[src/design/bitmap_glyph_row_renderer_core_assert.svh]
// Assertion macros for the glyph row renderer.
// Both take a label, an antecedent and a consequent; clk and rst_n are
// taken from the module that uses them.
`ifndef BITMAP_GLYPH_ROW_RENDERER_CORE_ASSERT_SVH
`define BITMAP_GLYPH_ROW_RENDERER_CORE_ASSERT_SVH

`ifndef SYNTHESIS
`define BGR_ASSERT_IMP(label, ante, cons) \
  label: assert property (@(posedge clk) disable iff (!rst_n) (ante) |-> (cons)) \
    else $error("bgr: same-cycle check failed");
`define BGR_ASSERT_NXT(label, ante, cons) \
  label: assert property (@(posedge clk) disable iff (!rst_n) (ante) |=> (cons)) \
    else $error("bgr: next-cycle check failed");
`else
`define BGR_ASSERT_IMP(label, ante, cons)
`define BGR_ASSERT_NXT(label, ante, cons)
`endif

`endif

[src/design/bgr_pkg.sv]
`timescale 1ns / 1ps

package bgr_pkg;

  // Wide enough for glyph base plus 32 rows of the largest stride.
  localparam int ADDR_W = 18;

  typedef logic [ADDR_W-1:0] addr_t;

  localparam int DEF_FONT_BYTES       = 32768;
  localparam int DEF_MAX_GLYPH_WIDTH  = 32;
  localparam int DEF_MAX_GLYPH_HEIGHT = 32;

  localparam addr_t      TABLE_PTR_ADDR  = addr_t'(15);
  localparam logic [7:0] LAST_PLAIN_CODE = 8'd127;
  localparam logic [6:0] FALLBACK_CODE   = 7'd63;

  localparam int ROW_BITS = 32;

  localparam logic REG_SCALE = 1'b0;
  localparam logic REG_INK   = 1'b1;

endpackage

[src/design/bgr_adder.sv]
`timescale 1ns / 1ps

// Address adder shared by pointer chasing, byte stepping and row stride.
module bgr_adder import bgr_pkg::*; (
  input  addr_t a,
  input  addr_t b,
  output addr_t sum
);

  assign sum = a + b;

endmodule

[config.mk]
export PLATFORM = sky130hd
export DESIGN_NAME = bgr_adder
export DESIGN_NICKNAME = d
export VERILOG_FILES = /design/src/design/bitmap_glyph_row_renderer_core_assert.svh /design/src/design/bgr_pkg.sv /design/src/design/bgr_adder.sv
export SDC_FILE = /design/constraint.sdc
export NUM_CORES = 1
export LEC_CHECK = 0
export BUFFER_PORTS_ARGS = -buffer_cell sky130_fd_sc_hd__buf_2
export CAP_MARGIN = 5
export CORE_AREA = 4 4 57 59
export DETAILED_ROUTE_END_ITERATION = 6
export DIE_AREA = 0 0 61 63
export GPL_TIMING_DRIVEN = 0
export PLACE_DENSITY = 0.7
export SLEW_MARGIN = 40
export SYNTH_ARGS = -nofsm -noshare
export SYNTH_HDL_FRONTEND = slang
export SYNTH_SLANG_ARGS = --single-unit
export TNS_END_PERCENT = 1
[constraint.sdc]
create_clock -name vclk -period 6
set_input_delay 1.2 -clock vclk [all_inputs]
set_output_delay 1.2 -clock vclk [all_outputs]
set_load 0.005 [all_outputs]
==> impl_metrics.json <==
{
  "dr.first_iter.drc_count": 26,
  "postCtsHoldBufs": 0,
  "maxCapViolCount": 0,
  "path_cells": "buf_2 > ha_1 > inv_1 > fa_1 > nand2b_1 > a21oi_1 > a21oi_1 > o2111a_1 > nor3_1 > buf_2",
  "path_class": "in2out",
  "synthAdderAreaFrac_pct": 25.3,
  "synthesis.instances": 129,
  "coreArea_sq_um": 2710,
  "hpwl_mm": 2.27,
  "routedWlPerCell_um": 11.9,
  "n_sequential_cell": 0,
  "synth_compound_area_share_pct": 38.0,
  "clkbuf_count": 0,
  "syn_area_per_cell_sq_um": 7.12,
  "max_freq_mhz": 229,
  "rows": 19,
  "post_cts_buffers": 0,
  "die-area_sq_um": 3840,
  "antenna_found_initial": 0,
  "grt_pass1_vias": 969,
  "num_vias": 1147,
  "outcome": "completed",
  "start_util_pct": 33.9,
  "worst_ep_arrival_time_ps": 3170,
  "holdWs_ps": 2690,
  "nets": 239,
  "areaGrowthSynthToFinish_pct": 33.7,
  "synth_nets": 183,
  "rsz0062_at_grt": "no",
  "worst_path_max_delay_cell": "fa_1",
  "die_h_um": 63,
  "worst-path-stages": 10,
  "io_buffers": 54,
  "routed_wl_mm": 2.56,
  "yosysSeqAreaShare_pct": 0,
  "n_antenna_cell": 0,
  "setup_viol": 0,
  "grt_overflow_total": 0,
  "io_pins": 54,
  "p_leak_nw": 0.644,
  "synth.mux.area_fraction_pct": 2.18,
  "place_inst": 214,
  "grt_pass1_wl_mm": 4.02,
  "irDropWorstVdd_v": 0.0000475,
  "fillers": 302,
  "syn_area_sq_um": 918,
  "vias_per_cell": 5.36,
  "slew_violations": 0,
  "synth_xor_area_share_pct": 13.4,
  "synth_cell_types": 35,
  "ant_nets": 0,
  "critPathBufInv": 3,
  "grtUsageTotal_pct": 12.3,
  "yosys_warnings": 0,
  "start_kind": "primary input",
  "tightest_slew_ps": 461,
  "place.gp.congestion": 0.804,
  "slowest_delay_ps": 400,
  "die_x_um": 61,
  "drt_drc_violations_left": 0,
  "fin_crit_sh_pct": 72.9,
  "fin_tns_setup_ps": 0,
  "final_common_cell": "buf_2",
  "critPathRequiredTime_ps": 4800,
  "yosys.area_share.simple_pct": 16.6,
  "path_delay_family": "compound AO/OA/AOI/OAI gates",
  "powerDensity_nw_per_um2": 112,
  "slew-limit-headroom_pct": 69.2,
  "critPathMaxFanout": 5,
  "regArea_sq_um": 0,
  "drive_gt1_share_pct": 31.7,
  "whs_path_depth": 3,
  "cts_resized": 0,
  "synth_top_family_by_area": "compound AO/OA/AOI/OAI gates",
  "layout.cells.non_filler": 214,
  "grt_max_degree": 9,
  "first_pass_iters": 4,
  "end_kind": "output pin",
  "min_path_type": "in2out",
  "mostFrequentLayoutCells": "buf_2 (54), ha_1 (17), a21oi_1 (16)",
  "hold_viol": 0,
  "fin_crit_ps": 4370
}
## area by class of cell
class / instances / area, sq um / share of cell area [%]
inverters: 9 / 33.8 / 2.75
well taps: 31 / 38.8 / 3.16
plain buffers: 2 / 7.51 / 0.612
repair buffers: 54 / 270 / 22.0
multi-input cells: 118 / 877 / 71.5
## logic make-up (layout without fill, tap and decap cells)
logic type | Yosys count | count (layout)
compound gates | 51 | 51
xor+xnor | 14 | 14
fa+ha+maj | 18 | 18
buf+inv | 11 | 65
mux | 2 | 2
simple gates | 33 | 33
## per-layer routing
metal	share of wire, %	up-vias	global-route usage, %	routed length, um
li1	-	602	-	-
met1	46	517	17.5	1170
met2	49	28	21.8	1260
met3	4.8	0	0	122
met4	0	0	0	0
met5	0	-	0	0
## power breakdown
group	internal [mW]	switching [mW]
logic	0.0655	0.0720
clock network	0	0
registers	0	0
total	0.0655	0.0720
## worst paths after layout
kind,slack [ps],endpoint,start
max,1630,sum[12],a[0]
min,2690,sum[0],b[0]
## stage by stage
stage          worst slack (ps)  area, sq um  total power, mW  util [%]
3_5_place_dp               1620         1230            0.138      45.3
5_1_grt                    1470         1230            0.155      45.3
4_1_cts                    1610         1230            0.139      45.3
2_1_floorplan              2020          918           0.0879         -
3_3_place_gp               1610         1230            0.137      45.3
6_report                   1630         1230            0.137      45.3
## synthesized netlist by cell type (all sizes together), types with 3 or more instances
cell,instances,area share [%]
ha,17,23
a21o,4,3.3
nand2,10,4.1
o21ai,10,5.9
xnor2,7,6.7
a211oi,4,4.4
nand3,4,2.2
a21oi,16,8.7
inv,9,3.7
xor2,7,6.7
nor2,10,4.1
nor3,3,1.6
Note: power is estimated with default switching activity, not from simulation.
